## src/sv/trpm_pkg.sv

```systemverilog
// shared constants and types for the torque request plausibility monitor
package trpm_pkg;

  localparam int unsigned TQ_W    = 16;
  localparam int unsigned STATE_W = 8;
  localparam int unsigned CFG_IDX_W = 2;
  localparam int unsigned SUM_W   = TQ_W + 2;

  // request state that brings the drag torque in
  localparam logic [STATE_W-1:0] DRAG_STATE = 8'd6;

  localparam logic [TQ_W-1:0] COUNT_STEP = 16'd4;
  localparam logic [TQ_W-1:0] DELAY_CAP  = 16'd65500;

  localparam logic signed [TQ_W-1:0] TQ_MAX = 16'sd32000;
  localparam logic signed [TQ_W-1:0] TQ_MIN = -16'sd32000;

  // configuration register indexes
  typedef enum logic [CFG_IDX_W-1:0] {
    REG_ERROR_MARGIN    = 2'd0,
    REG_FAULT_ON_DELAY  = 2'd1,
    REG_FAULT_OFF_DELAY = 2'd2
  } cfg_reg_t;

  typedef logic signed [TQ_W-1:0] torque_t;

endpackage

```

## src/sv/trpm_if.sv

```systemverilog
// valid/ready channels for input ticks and result beats
interface trpm_tick_if;
  logic                            valid;
  logic                            ready;
  logic [trpm_pkg::STATE_W-1:0]    request_state;
  logic signed [trpm_pkg::TQ_W-1:0] driver_torque;
  logic signed [trpm_pkg::TQ_W-1:0] chassis_request;
  logic signed [trpm_pkg::TQ_W-1:0] drag_torque;

  modport source (output valid, request_state, driver_torque, chassis_request, drag_torque,
                  input ready);
  modport sink   (input valid, request_state, driver_torque, chassis_request, drag_torque,
                  output ready);
endinterface

interface trpm_status_if;
  logic                             valid;
  logic                             ready;
  logic signed [trpm_pkg::TQ_W-1:0] permitted_limit;
  logic signed [trpm_pkg::TQ_W-1:0] clamped_request;
  logic                             fault;

  modport source (output valid, permitted_limit, clamped_request, fault, input ready);
  modport sink   (input valid, permitted_limit, clamped_request, fault, output ready);
endinterface

```

## src/sv/torque_request_plausibility_monitor.sv

```systemverilog
// torque request plausibility monitor: limit check, asymmetric debounce, fault latch
//
// usage
//   tick   : one beat per control tick (request state, driver, chassis request, drag torque)
//   status : one beat per tick (permitted limit, clamped request, latched fault)
//   cfg    : plain write port, error margin / on-delay / off-delay, written while idle
// timing
//   a tick beat lands in the input register at the accepting edge; the limit check and
//   debounce then run combinationally and load the status register as soon as it is free,
//   which offers the result beat; one beat per cycle sustained while the receiver keeps
//   ready high, with the compare/add path lying between the input and status registers
// stall
//   the status register holds its beat while the receiver stalls; the input register
//   still takes one more tick, then ready drops until the status beat is taken
// reset
//   rst (synchronous) clears both valid flags, the debounce state and the fault latch,
//   and sets all configuration registers to 0
module torque_request_plausibility_monitor (
  input  logic                               clk,
  input  logic                               rst,
  trpm_tick_if.sink                          tick,
  trpm_status_if.source                      status,
  input  logic                               cfg_write,
  input  logic [trpm_pkg::CFG_IDX_W-1:0]     cfg_index,
  input  logic [trpm_pkg::TQ_W-1:0]          cfg_data
);

  // configuration registers
  logic [trpm_pkg::TQ_W-1:0] error_margin;
  logic [trpm_pkg::TQ_W-1:0] fault_on_delay;
  logic [trpm_pkg::TQ_W-1:0] fault_off_delay;

  always_ff @(posedge clk) begin
    if (rst) begin
      error_margin    <= '0;
      fault_on_delay  <= '0;
      fault_off_delay <= '0;
    end else if (cfg_write) begin
      unique case (cfg_index)
        trpm_pkg::REG_ERROR_MARGIN:    error_margin    <= cfg_data;
        trpm_pkg::REG_FAULT_ON_DELAY:  fault_on_delay  <= cfg_data;
        trpm_pkg::REG_FAULT_OFF_DELAY: fault_off_delay <= cfg_data;
        default: ; // unmapped index, write dropped
      endcase
    end
  end

  // input register stage
  logic                             in_valid;
  logic [trpm_pkg::STATE_W-1:0]     in_state;
  trpm_pkg::torque_t                in_driver;
  trpm_pkg::torque_t                in_request;
  trpm_pkg::torque_t                in_drag;

  logic tick_fire;
  logic step_fire;   // input stage item moves into the status register

  assign step_fire  = in_valid && (!status.valid || status.ready);
  assign tick.ready = !in_valid || step_fire;
  assign tick_fire  = tick.valid && tick.ready;

  always_ff @(posedge clk) begin
    if (rst) begin
      in_valid <= 1'b0;
    end else if (tick_fire) begin
      in_valid <= 1'b1;
    end else if (step_fire) begin
      in_valid <= 1'b0;
    end
  end

  always_ff @(posedge clk) begin
    if (tick_fire) begin
      in_state   <= tick.request_state;
      in_driver  <= tick.driver_torque;
      in_request <= tick.chassis_request;
      in_drag    <= tick.drag_torque;
    end
  end

  // permitted limit: base torque plus margin at full width, then saturate
  trpm_pkg::torque_t                 base_tq;
  logic signed [trpm_pkg::SUM_W-1:0] limit_sum;
  trpm_pkg::torque_t                 limit_sat;
  trpm_pkg::torque_t                 request_sat;
  logic                              exceeded;

  always_comb begin
    if (in_state == trpm_pkg::DRAG_STATE && in_drag > in_driver) begin
      base_tq = in_drag;
    end else begin
      base_tq = in_driver;
    end
    limit_sum = {{2{base_tq[trpm_pkg::TQ_W-1]}}, base_tq} + {2'b00, error_margin};
    priority if (limit_sum > trpm_pkg::SUM_W'(trpm_pkg::TQ_MAX)) begin
      limit_sat = trpm_pkg::TQ_MAX;
    end else if (limit_sum < trpm_pkg::SUM_W'(trpm_pkg::TQ_MIN)) begin
      limit_sat = trpm_pkg::TQ_MIN;
    end else begin
      limit_sat = limit_sum[trpm_pkg::TQ_W-1:0];
    end
    priority if (in_request > trpm_pkg::TQ_MAX) begin
      request_sat = trpm_pkg::TQ_MAX;
    end else if (in_request < trpm_pkg::TQ_MIN) begin
      request_sat = trpm_pkg::TQ_MIN;
    end else begin
      request_sat = in_request;
    end
    // compare against the raw request, not the clamped one
    exceeded = limit_sat < in_request;
  end

  // debounce state
  logic                      exceeded_before;
  logic [trpm_pkg::TQ_W-1:0] delay_count;
  logic                      fault_latch;
  logic [trpm_pkg::TQ_W-1:0] delay_count_next;
  logic [trpm_pkg::TQ_W-1:0] delay_load;
  logic                      fault_latch_next;
  logic                      set_in;
  logic                      rst_in;

  always_comb begin
    delay_load = exceeded ? fault_on_delay : fault_off_delay;
    if (delay_load > trpm_pkg::DELAY_CAP) begin
      delay_load = trpm_pkg::DELAY_CAP;
    end
    if (exceeded != exceeded_before) begin
      // sense changed: reload, no count this tick
      delay_count_next = delay_load;
    end else if (delay_count > trpm_pkg::COUNT_STEP) begin
      delay_count_next = delay_count - trpm_pkg::COUNT_STEP;
    end else begin
      delay_count_next = '0;
    end
    set_in           = exceeded && (delay_count_next == '0);
    rst_in           = !exceeded && (delay_count_next == '0);
    // reset dominant latch
    fault_latch_next = !rst_in && (set_in || fault_latch);
  end

  always_ff @(posedge clk) begin
    if (rst) begin
      exceeded_before <= 1'b0;
      delay_count     <= '0;
      fault_latch     <= 1'b0;
    end else if (step_fire) begin
      exceeded_before <= exceeded;
      delay_count     <= delay_count_next;
      fault_latch     <= fault_latch_next;
    end
  end

  // status register
  always_ff @(posedge clk) begin
    if (rst) begin
      status.valid <= 1'b0;
    end else if (step_fire) begin
      status.valid <= 1'b1;
    end else if (status.ready) begin
      status.valid <= 1'b0;
    end
  end

  always_ff @(posedge clk) begin
    if (step_fire) begin
      status.permitted_limit <= limit_sat;
      status.clamped_request <= request_sat;
      status.fault           <= fault_latch_next;
    end
  end

  // checks
  a_count_capped: assert property (@(posedge clk) disable iff (rst)
    delay_count <= trpm_pkg::DELAY_CAP)
    else $error("delay count above cap");

  a_latch_quiet: assert property (@(posedge clk) disable iff (rst)
    !step_fire |=> $stable(fault_latch) && $stable(delay_count))
    else $error("debounce state moved without a tick");

  a_fault_beat: assert property (@(posedge clk) disable iff (rst)
    step_fire |=> status.valid && status.fault == fault_latch)
    else $error("status beat fault differs from latch");

  a_set_needs_exceed: assert property (@(posedge clk) disable iff (rst)
    $rose(fault_latch) |-> exceeded_before)
    else $error("fault set while not exceeded");

  a_clear_needs_ok: assert property (@(posedge clk) disable iff (rst)
    $fell(fault_latch) |-> !exceeded_before)
    else $error("fault cleared while exceeded");

endmodule

```

## src/flat_wrapper.sv

```systemverilog
// flat-port wrapper written by rule: the top's interface ports become plain ports
module torque_request_plausibility_monitor_flat 
  (clk, rst, cfg_write, cfg_index, cfg_data, tick_valid, tick_request_state, tick_driver_torque, tick_chassis_request, tick_drag_torque, tick_ready, status_valid, status_permitted_limit, status_clamped_request, status_fault, status_ready);
  trpm_tick_if tick_i ();
  trpm_status_if status_i ();
  input  logic clk;
  input  logic rst;
  input  logic cfg_write;
  input  logic [trpm_pkg::CFG_IDX_W-1:0] cfg_index;
  input  logic [trpm_pkg::TQ_W-1:0] cfg_data;
  input wire logic [$bits(tick_i.valid)-1:0] tick_valid;
  input wire logic [$bits(tick_i.request_state)-1:0] tick_request_state;
  input wire logic [$bits(tick_i.driver_torque)-1:0] tick_driver_torque;
  input wire logic [$bits(tick_i.chassis_request)-1:0] tick_chassis_request;
  input wire logic [$bits(tick_i.drag_torque)-1:0] tick_drag_torque;
  output wire logic [$bits(tick_i.ready)-1:0] tick_ready;
  output wire logic [$bits(status_i.valid)-1:0] status_valid;
  output wire logic [$bits(status_i.permitted_limit)-1:0] status_permitted_limit;
  output wire logic [$bits(status_i.clamped_request)-1:0] status_clamped_request;
  output wire logic [$bits(status_i.fault)-1:0] status_fault;
  input wire logic [$bits(status_i.ready)-1:0] status_ready;
  assign tick_i.valid = tick_valid;
  assign tick_i.request_state = tick_request_state;
  assign tick_i.driver_torque = tick_driver_torque;
  assign tick_i.chassis_request = tick_chassis_request;
  assign tick_i.drag_torque = tick_drag_torque;
  assign tick_ready = tick_i.ready;
  assign status_valid = status_i.valid;
  assign status_permitted_limit = status_i.permitted_limit;
  assign status_clamped_request = status_i.clamped_request;
  assign status_fault = status_i.fault;
  assign status_i.ready = status_ready;
  torque_request_plausibility_monitor u_core (.clk(clk), .rst(rst), .tick(tick_i), .status(status_i), .cfg_write(cfg_write), .cfg_index(cfg_index), .cfg_data(cfg_data));
endmodule
```

## config.mk

```make
export PLATFORM = sky130hd
export DESIGN_NAME = torque_request_plausibility_monitor_flat
export DESIGN_NICKNAME = d
export VERILOG_FILES = /design/src/sv/trpm_pkg.sv /design/src/sv/trpm_if.sv /design/src/sv/torque_request_plausibility_monitor.sv /design/src/flat_wrapper.sv
export SDC_FILE = /design/constraint.sdc
export NUM_CORES = 1
export LEC_CHECK = 0
export BUFFER_PORTS_ARGS = -buffer_cell sky130_fd_sc_hd__buf_2
export CORE_ASPECT_RATIO = 0.8
export CORE_MARGIN = 3
export CORE_UTILIZATION = 54
export CTS_BUF_LIST = sky130_fd_sc_hd__clkbuf_8
export CTS_CLUSTER_SIZE = 16
export DETAILED_ROUTE_END_ITERATION = 12
export GPL_ROUTABILITY_DRIVEN = 0
export PLACE_DENSITY_LB_ADDON = 0.3
export REMOVE_ABC_BUFFERS = 1
export SYNTH_ARGS = -nofsm -noshare
export SYNTH_HDL_FRONTEND = slang
export SYNTH_SLANG_ARGS = --single-unit
```

## constraint.sdc

```tcl
create_clock -name clk -period 12.6 [get_ports clk]
set_input_delay 1.26 -clock clk [delete_from_list [all_inputs] [get_ports clk]]
set_output_delay 1.26 -clock clk [all_outputs]
set_load 0.1 [all_outputs]
```

==> parameters.txt, run 1 <==
Parameter                              Value

Run status
  Status ... finished, final reports clean

Worst setup path
  Reg2Reg Setup Slack ... just over 2000 ps
  Type of the worst setup path ... reg2reg
  Most common cell type on the critical path ... ha_1
  Critical-path cell with the highest stage delay ... a2111oi_0
  Data required time of the worst path ... about 13000 ps
  CP Launch Type ... flop
  Largest stage delay on the critical path ... 720 ps
  Worst setup EP type ... flop
  Max Fanout on Critical Path ... 29
  Arrival time reported for the critical path endpoint ... 10780 ps

Synthesis
  Post-synthesis share of cell area spent on xor and xnor gates ... 0.0204
  Dominant combinational cell family by area after synthesis ... compound AO/OA/AOI/OAI gates
  Area share of the leading cell type in the synthesized netlist ... 0.296
  Yosys warnings ... 0
  Cell area after synthesis ... ~9000 µm²
  Most instantiated cells after synthesis ... 162 x nand2_1, 89 x edfxtp_1, 85 x a21oi_1
  Sequential share of the synthesized area ... 0.447
  Synthesized area divided by synthesized cell count ... 9.41 µm²
  Synthesis-stage register bit count ... between 150 and 200
  Most numerous cell in the Yosys netlist ... nand2_1
  Post-synth EDFFs ... just under 90
  Synthesized instance count ... between 900 and 1000
  FFs w/ async S/R, synth ... 0
  Adder and majority gate portion of the synthesized area ... 0.0729
  Share of synthesized cell area in and, or, nand and nor gates ... 0.174
  Unique cell type count in the Yosys netlist ... between 90 and 100
  Mux contribution to synthesized area ... 0.0449
  Primary flip-flop cell chosen by synthesis mapping ... edfxtp_1
  Cell type contributing the most total cell area after synthesis ... edfxtp_1
  Synth area leaders ... edfxtp_1 30%, dfxtp_1 15%, ha_1 7.1%, nand2_1 6.7%, a21oi_1 4.7%
  Post-synthesis compound-gate area fraction ... 0.202

Routing
  ANT nets after route ... 0
  Remaining design rule violation count ... 0
  Routed vias/inst ... slightly below 6
  Routed length per instance ... 16.7 µm
  Routed via count ... around 7600
  Post-Route WL ... between 20 and 25 mm
  Pre-Repair DR Iteration Count ... 9
  Starting DRC count in detailed routing ... around 640

Finish
  Layout cells sized above 1 ... 0.171
  Sequential cell area in the final layout ... around 4000 µm²
  Synthesis-to-layout area growth ... 12.2%
  ANT cells ... 0
  Area taken by multi-input logic gates ... between 4000 and 5000 µm²
  Final core occ ... 0.631
  Nets@finish ... 1188
  Count of fill cells added during filler insertion ... about 1300

STA
  RSZ-0062 raised after global routing ... no
  Final Max Tran Viols ... 0
  Final setup skew ... between 10 and 15 ps
  Final setup vio count ... 0
  Number of hold violations in the final report ... 0
  Share of the clock period used by the worst path ... 0.837
  Relative max-transition margin ... 0.245
  Slew at the pin closest to its max-slew limit ... between 1000 and 1500 ps
  Period minus WS final ... between 10000 and 15000 ps
  Highest Clock Rate ... about 95 MHz
  Summed negative setup slack over all endpoints ... 0 ps

Pwr
  LEAKAGE ... slightly above 4 nW
  Total power divided by cell area ... 136 nW/µm²
  Max rail drop VDD ... ~0.00010 V

Min path
  Hold WC Path Type ... reg2reg

Clock tree
  Number of buffers created by CTS ... 17
  CTS resizes ... 0
  Buffer cell driving the clock tree root ... clkbuf_8
  Clock tree from TritonCTS ... built
  Clock Latency Late Sink ... 470 ps
  Number of hold buffers added after CTS ... 0
  Maximum clock path buffer count ... 2
  Depth of the CTS H-tree ... 4
  # clock sinks ... 157
  Reg clk slew, reported paths ... 100 ps
  Buffers inserted by post-CTS timing repair ... 0

Floorplanning
  Die Footprint ... approximately 18000 µm²
  Effective utilization at floorplan ... 0.562
  Height of the chip ... about 120 µm
  Row Count ... between 40 and 50
  Core box area ... approximately 16000 µm²
  Number of top-level pins ... approximately 110
  Chip width ... 151 µm

Global route
  Number of antenna violations at the first check in global routing ... 0
  Wire length of the first global-routing pass ... about 35 mm
  Total congestion overflow ... 0
  Pin count of the biggest net entering global routing ... 69
  GRT Resource Usage Total ... 0.239
  Number of global-route vias before repair ... around 6900

Place
  Number of buffers inserted by port buffering ... around 110
  Hpwl dp ... 16.2 mm

Flow run
  Maximum Capacitance Violations ... 0
## power by group
group | internal [mW] | total [mW] | switching, mW
Combinational | 0.143 | 0.408 | 0.266
Sequential | 0.573 | 0.591 | 0.0180
Clock | 0.151 | 0.374 | 0.224
## through the flow
stage / total power [mW] / hold WS (ps) / std cells / area (µm²) / worst slack, ps
after floorplan: 0.907 / 435 / 921 / 8860 / 3560
after global placement: 0.993 / 455 / 1253 / 9730 / 2830
after detailed placement: 1.00 / 456 / 1253 / 9730 / 2270
after CTS: 1.37 / 472 / 1285 / 10100 / 2220
after global routing: 1.45 / 488 / 1285 / 10100 / 1200
final: 1.37 / 472 / 1285 / 10100 / 2060
## per-layer routing
| layer | global-route usage | vias up | share of wire |
|---|---|---|---|
| met5 | 0 | - | 0 |
| met4 | 0.0669 | 0 | 0.016 |
| met3 | 0.0588 | 31 | 0.088 |
| met2 | 0.337 | 311 | 0.42 |
| met1 | 0.363 | 3526 | 0.47 |
| li1 | - | 3719 | - |
## critical path, delay by kind of cell (launching register included)
family                   cells  cell delay, ps
AO/OA/AOI/OAI               15            5250
XOR/XNOR                     1             290
AND/OR/NAND/NOR              9            2240
multiplexers                 2             720
flip-flops                   1             430
adder cells (fa/ha/maj)      4            1360
## cell type report
| type | count | share of cell area |
|---|---|---|
| multi-input cells | 713 | 0.458 |
| flip-flops and latches | 157 | 0.398 |
| repair buffers | 117 | 0.0588 |
| well taps | 215 | 0.0266 |
| clock buffers | 17 | 0.0231 |
| inverters | 51 | 0.0189 |
| clock inverters | 15 | 0.0164 |
## flip-flops by register name, indices dropped and copies added (netlist names)
| signal | flops |
|---|---|
| u_core.status.clamped_request | 16 |
| u_core.error_margin | 16 |
| u_core.in_valid | 1 |
| u_core.fault_off_delay | 16 |
| u_core.in_state | 8 |
| u_core.status.permitted_limit | 16 |
| u_core.in_drag | 16 |
| u_core.status.valid | 1 |
| u_core.status.fault | 1 |
| u_core.in_request | 16 |
| u_core.delay_count | 16 |
| u_core.exceeded_before | 1 |
| u_core.in_driver | 16 |
| u_core.fault_latch | 1 |
| u_core.fault_on_delay | 16 |
## cells in the final DEF, fill, tap and decap left out, drive strengths merged, types with 4 or more instances in the layout
master	count
nand2	163
buf	117
edfxtp	89
a21oi	86
nor2	71
dfxtp	68
inv	61
ha	51
o21ai	45
mux2i	30
xnor2	17
clkbuf	17
a21o	15
nor3	14
and2	13
o211ai	13
o21a	12
nand3	12
o22ai	11
nor2b	10
o31ai	10
nand4	10
mux2	9
a211oi	9
nand2b	8
nor4	8
o32ai	7
nor3b	6
or3	6
a31oi	6
o2111ai	5
clkinv	5
a311oi	4
o211a	4
xor2	4
a2111oi	4
## cell families after synthesis
kind of cell    Yosys count
flops                   157
fa+ha+maj                52
simple gates            339
xor+xnor                 21
mux                      39
buf+inv                  89
compound gates          262
## worst paths after layout
| check | startpoint | cells past startpoint | endpoint |
|---|---|---|---|
| setup / recovery | u_core.in_drag[15] | 31 | u_core.status.fault |
| hold / removal | u_core.error_margin[4] | 2 | u_core.error_margin[4] |
| setup reg to reg | u_core.in_drag[15] | 31 | u_core.status.fault |
| hold reg to reg | u_core.error_margin[4] | 2 | u_core.error_margin[4] |
Power figures use the tool's default switching activity.
==> inputs of run 2 (changes only) <==
- clock period: 12.6 -> 11 ns (I/O delays scaled with it)
==> parameters.txt, run 2 (synthesis results as in run 1) <==
Parameter                              Value

Run status
  Status ... finished, final reports clean (unchanged)

STA
  RSZ-0062 raised after global routing ... no (unchanged)
  Highest Clock Rate ... 102 MHz (was 94.9 MHz)
  Relative max-transition margin ... 0.257 (was 0.245)
  Summed negative setup slack over all endpoints ... 0 ps (unchanged)
  Period minus WS final ... 9810 ps (was 10540 ps)
  Slew at the pin closest to its max-slew limit ... 1110 ps (was 1130 ps)
  Final Max Tran Viols ... 0 (unchanged)
  Share of the clock period used by the worst path ... 0.891 (was 0.837)
  Hold WS ... 474 ps (was 472 ps)
  Final setup vio count ... 0 (unchanged)
  Number of hold violations in the final report ... 0 (unchanged)
  Worst Setup Slack, final ... 1190 ps (was 2060 ps)
  Final setup skew ... 16.2 ps (was 10.4 ps)

Pwr
  Net switching share of the total power ... 0.357 (was 0.369)
  Comb power frac ... 0.298 (was 0.297)
  Switching power total ... 558 µW (was 507 µW)
  Max rail drop VDD ... 0.0000948 V (was 0.000100 V)
  Total power after layout ... 1.57 mW (was 1.37 mW)
  LEAKAGE ... 4.09 nW (was 4.10 nW)
  Internal power ... 1.01 mW (was 867 µW)
  Part of the power in the clock network ... 0.269 (was 0.273)
  Total power divided by cell area ... 155 nW/µm² (was 136 nW/µm²)
  Sequential Power Share ... 0.433 (was 0.430)

Clock tree
  Number of hold buffers added after CTS ... 0 (unchanged)
  Depth of the CTS H-tree ... 4 (unchanged)
  Clock Latency Late Sink ... 460 ps (was 470 ps)
  CTS resizes ... 0 (unchanged)
  Maximum clock path buffer count ... 2 (unchanged)
  Reg clk slew, reported paths ... 100 ps (about the same)
  Buffer cell driving the clock tree root ... clkbuf_8 (unchanged)
  Number of buffers created by CTS ... 17 (unchanged)
  # clock sinks ... 157 (unchanged)
  Buffers inserted by post-CTS timing repair ... 0 (unchanged)
  Clock tree from TritonCTS ... built (unchanged)

Finish
  Synthesis-to-layout area growth ... 12.1% (was 12.2%)
  Final design area excluding fillers ... 10100 µm² (about the same)
  Final core occ ... 0.630 (was 0.631)
  Layout cells sized above 1 ... 0.172 (was 0.171)
  ANT cells ... 0 (unchanged)
  Non-Filler Instances ... 1286 (was 1285)
  Count of fill cells added during filler insertion ... 1340 (was 1346)
  Most common library cell in the layout ignoring fill and taps ... nand2_1 (unchanged)
  Commonest cells after routing, fill and taps aside ... 162 x nand2_1, 113 x buf_2, 89 x edfxtp_1 (unchanged)
  Nets@finish ... 1189 (was 1188)

Routing
  Post-Route WL ... 21.2 mm (was 21.5 mm)
  Remaining design rule violation count ... 0 (unchanged)
  Routed vias/inst ... 5.86 (was 5.90)
  Routed via count ... 7535 (was 7587)
  ANT nets after route ... 0 (unchanged)
  Routed length per instance ... 16.5 µm (was 16.7 µm)
  Starting DRC count in detailed routing ... 738 (was 639)
  Pre-Repair DR Iteration Count ... 5 (was 9)

Place
  Post-place instance area ... 9730 µm² (about the same)
  Placed insts ... 1254 (was 1253)
  Setup slack at placement ... 1310 ps (was 2270 ps)
  Number of buffers inserted by port buffering ... 113 (unchanged)
  Hpwl dp ... 16.1 mm (was 16.2 mm)

Global route
  Number of global-route vias before repair ... 6743 (was 6861)
  Total congestion overflow ... 0 (unchanged)
  Number of antenna violations at the first check in global routing ... 0 (unchanged)
  Pin count of the biggest net entering global routing ... 69 (unchanged)
  Wire length of the first global-routing pass ... 34.3 mm (was 34.8 mm)
  GRT Resource Usage Total ... 0.235 (was 0.239)

Min path
  Hold WC Path Type ... reg2reg (unchanged)

Flow run
  Maximum Capacitance Violations ... 0 (unchanged)

Floorplanning
  Row Count ... 41 (unchanged)
  Die Footprint ... 18300 µm² (unchanged)
  Chip width ... 151 µm (unchanged)
  Effective utilization at floorplan ... 0.562 (unchanged)
  Number of top-level pins ... 114 (unchanged)
  Core box area ... 16100 µm² (unchanged)
  Height of the chip ... 122 µm (unchanged)

Worst setup path
  Most common cell type on the critical path ... ha_1 (unchanged)
  Arrival time reported for the critical path endpoint ... 10020 ps (was 10780 ps)
  Critical-path cell with the highest stage delay ... o21ai_4 (was a2111oi_0)
  Max Fanout on Critical Path ... 22 (was 29)
  CP Launch Type ... flop (unchanged)
  Type of the worst setup path ... reg2reg (unchanged)
  Worst setup EP type ... flop (unchanged)
  Largest stage delay on the critical path ... 640 ps (was 720 ps)
  Data required time of the worst path ... 11210 ps (was 12840 ps)
run 2: critical path, delay by kind of cell, from the launching register on:
kind | cells | cell delay, ps
AOI/OAI and AO/OA | 15 | 5190
xor gates and xnor gates | 1 | 270
adders and majority gates | 4 | 1350
DFF | 1 | 420
muxes | 2 | 650
and+or+nand+nor | 9 | 1660
run 2: final cells by class:
type	count	area, µm²	share of cell area
clock buffers	17	234	0.0231
clock inverters	15	151	0.0150
inverters	51	191	0.0189
multi-input cells	713	4640	0.458
flip-flops and latches	157	4030	0.399
well taps	215	269	0.0266
repair buffers	118	603	0.0596
run 2: per-layer routing:
layer	GRT usage	share of wire	up-vias
met1	0.360	0.50	3521
met3	0.0476	0.075	25
met4	0.0577	0.0099	0
li1	-	-	3695
met2	0.341	0.42	294
met5	0	0	-
run 2: power groups by stage:
stage / clock network [mW] / registers [mW] / logic [mW]
final: 0.422 / 0.677 / 0.466
after global routing: 0.455 / 0.680 / 0.512
after CTS: 0.427 / 0.676 / 0.459
after detailed placement: 0 / 0.690 / 0.457
after global placement: 0 / 0.689 / 0.449
after floorplan: 0 / 0.739 / 0.300
run 2: final timing paths:
check / start / to / slack (ps) / depth (start not counted)
max: u_core.in_drag[15] / u_core.status.fault / 1190 / 31
min: u_core.error_margin[7] / u_core.error_margin[7] / 470 / 2
max reg2reg: u_core.in_drag[15] / u_core.status.fault / 1190 / 31
min reg2reg: u_core.error_margin[7] / u_core.error_margin[7] / 470 / 2
==> inputs of run 3 (changes only) <==
- CTS_BUF_LIST: sky130_fd_sc_hd__clkbuf_8 -> not set
==> parameters.txt, run 3 (synthesis results as in run 1) <==
Parameter                              Value

Clock tree
  Reg clk slew, reported paths ... 70 ps (was 100 ps)
  Number of hold buffers added after CTS ... 0 (unchanged)
  Number of buffers created by CTS ... 17 (unchanged)
  CTS resizes ... 0 (unchanged)
  Buffers inserted by post-CTS timing repair ... 0 (unchanged)
  # clock sinks ... 157 (unchanged)
  Depth of the CTS H-tree ... 4 (unchanged)
  Clock Latency Late Sink ... 430 ps (was 460 ps)
  Buffer cell driving the clock tree root ... clkbuf_16 (was clkbuf_8)
  Clock tree from TritonCTS ... built (unchanged)
  Maximum clock path buffer count ... 2 (unchanged)

Place
  Hpwl dp ... 16.1 mm (unchanged)
  Number of buffers inserted by port buffering ... 113 (unchanged)

STA
  Hold WS ... 466 ps (was 474 ps)
  Slew at the pin closest to its max-slew limit ... 1120 ps (was 1110 ps)
  Number of hold violations in the final report ... 0 (unchanged)
  RSZ-0062 raised after global routing ... no (unchanged)
  Summed negative setup slack over all endpoints ... 0 ps (unchanged)
  Final Max Tran Viols ... 0 (unchanged)
  Final setup vio count ... 0 (unchanged)
  Period minus WS final ... 9820 ps (was 9810 ps)
  Final setup skew ... 13.0 ps (was 16.2 ps)
  Relative max-transition margin ... 0.247 (was 0.257)
  Share of the clock period used by the worst path ... 0.892 (was 0.891)
  Highest Clock Rate ... 102 MHz (about the same)

Worst setup path
  Largest stage delay on the critical path ... 590 ps (was 640 ps)
  Critical-path cell with the highest stage delay ... a2111oi_0 (was o21ai_4)
  Type of the worst setup path ... reg2reg (unchanged)
  Worst setup EP type ... flop (unchanged)
  CP Launch Type ... flop (unchanged)
  Arrival time reported for the critical path endpoint ... 9990 ps (was 10020 ps)
  Data required time of the worst path ... 11180 ps (was 11210 ps)
  Most common cell type on the critical path ... ha_1 (unchanged)
  Max Fanout on Critical Path ... 21 (was 22)

Routing
  ANT nets after route ... 0 (unchanged)
  Remaining design rule violation count ... 0 (unchanged)
  Routed via count ... 7560 (was 7535)
  Starting DRC count in detailed routing ... 667 (was 738)
  Routed length per instance ... 16.8 µm (was 16.5 µm)
  Routed vias/inst ... 5.88 (was 5.86)
  Post-Route WL ... 21.6 mm (was 21.2 mm)
  Pre-Repair DR Iteration Count ... 5 (unchanged)

Global route
  GRT Resource Usage Total ... 0.238 (was 0.235)
  Number of global-route vias before repair ... 6790 (was 6743)
  Wire length of the first global-routing pass ... 34.7 mm (was 34.3 mm)
  Number of antenna violations at the first check in global routing ... 0 (unchanged)
  Pin count of the biggest net entering global routing ... 69 (unchanged)
  Total congestion overflow ... 0 (unchanged)

Finish
  Most common library cell in the layout ignoring fill and taps ... nand2_1 (unchanged)
  ANT cells ... 0 (unchanged)
  Count of fill cells added during filler insertion ... 1335 (was 1340)
  Layout cells sized above 1 ... 0.172 (unchanged)
  Nets@finish ... 1189 (unchanged)
  Commonest cells after routing, fill and taps aside ... 162 x nand2_1, 113 x buf_2, 89 x edfxtp_1 (unchanged)
  Synthesis-to-layout area growth ... 14.3% (was 12.1%)

Pwr
  Total power divided by cell area ... 167 nW/µm² (was 155 nW/µm²)
  Max rail drop VDD ... 0.000104 V (was 0.0000948 V)
  LEAKAGE ... 4.18 nW (was 4.09 nW)

Floorplanning
  Number of top-level pins ... 114 (unchanged)
  Core box area ... 16100 µm² (unchanged)
  Die Footprint ... 18300 µm² (unchanged)
  Row Count ... 41 (unchanged)
  Effective utilization at floorplan ... 0.562 (unchanged)
  Chip width ... 151 µm (unchanged)
  Height of the chip ... 122 µm (unchanged)

Flow run
  Maximum Capacitance Violations ... 0 (unchanged)

Min path
  Hold WC Path Type ... reg2reg (unchanged)

Run status
  Status ... finished, final reports clean (unchanged)
==> run 3: cell type report <==
| cell class | instances | area (µm²) | area share |
|---|---|---|---|
| sequential | 157 | 4030 | 0.391 |
| inverter | 51 | 191 | 0.0186 |
| clock inverter | 15 | 151 | 0.0147 |
| timing repair buffer | 118 | 603 | 0.0585 |
| clock buffer | 17 | 425 | 0.0413 |
| tap | 215 | 269 | 0.0261 |
| multi-input combinational | 713 | 4640 | 0.450 |
==> run 3: worst paths after layout <==
kind                                             start                     end  slack (ps)  cells after the start
worst max-delay path                u_core.in_drag[15]     u_core.status.fault        1180                     34
worst min-delay path            u_core.error_margin[7]  u_core.error_margin[7]         470                      2
worst max register to register      u_core.in_drag[15]     u_core.status.fault        1180                     34
worst min register to register  u_core.error_margin[7]  u_core.error_margin[7]         470                      2
==> run 3: power by group <==
group          leakage, nW  total (mW)  switching [mW]  internal, mW
sequential            1.41       0.678          0.0209         0.657
clock                0.281       0.575           0.255         0.320
combinational         2.49       0.469           0.305         0.164
==> run 3: per-stage QoR <==
step | total power [mW] | utilization | cell area [µm²] | setup WS [ps] | std cells
after floorplan | 1.04 | - | 8860 | 1960 | 921
after global placement | 1.14 | 0.606 | 9730 | 1770 | 1254
after detailed placement | 1.15 | 0.606 | 9730 | 1310 | 1254
after CTS | 1.72 | 0.642 | 10300 | 1270 | 1286
after global routing | 1.80 | 0.642 | 10300 | 216 | 1286
final | 1.72 | 0.642 | 10300 | 1180 | 1286
==> run 3: worst max-delay path, delay by kind of cell, from the launching register on <==
family | cells | cell delay, ps
adder cells (fa/ha/maj) | 4 | 1360
multiplexers | 3 | 930
flip-flops | 1 | 410
AO/OA/AOI/OAI | 18 | 5540
AND/OR/NAND/NOR | 9 | 1300
==> run 3: metal layers <==
| metal | vias up | track usage | share of wire |
|---|---|---|---|
| met2 | 322 | 0.348 | 0.43 |
| met4 | 0 | 0.0634 | 0.012 |
| met1 | 3514 | 0.361 | 0.48 |
| li1 | 3697 | - | - |
| met3 | 27 | 0.0461 | 0.079 |
| met5 | - | 0 | 0 |
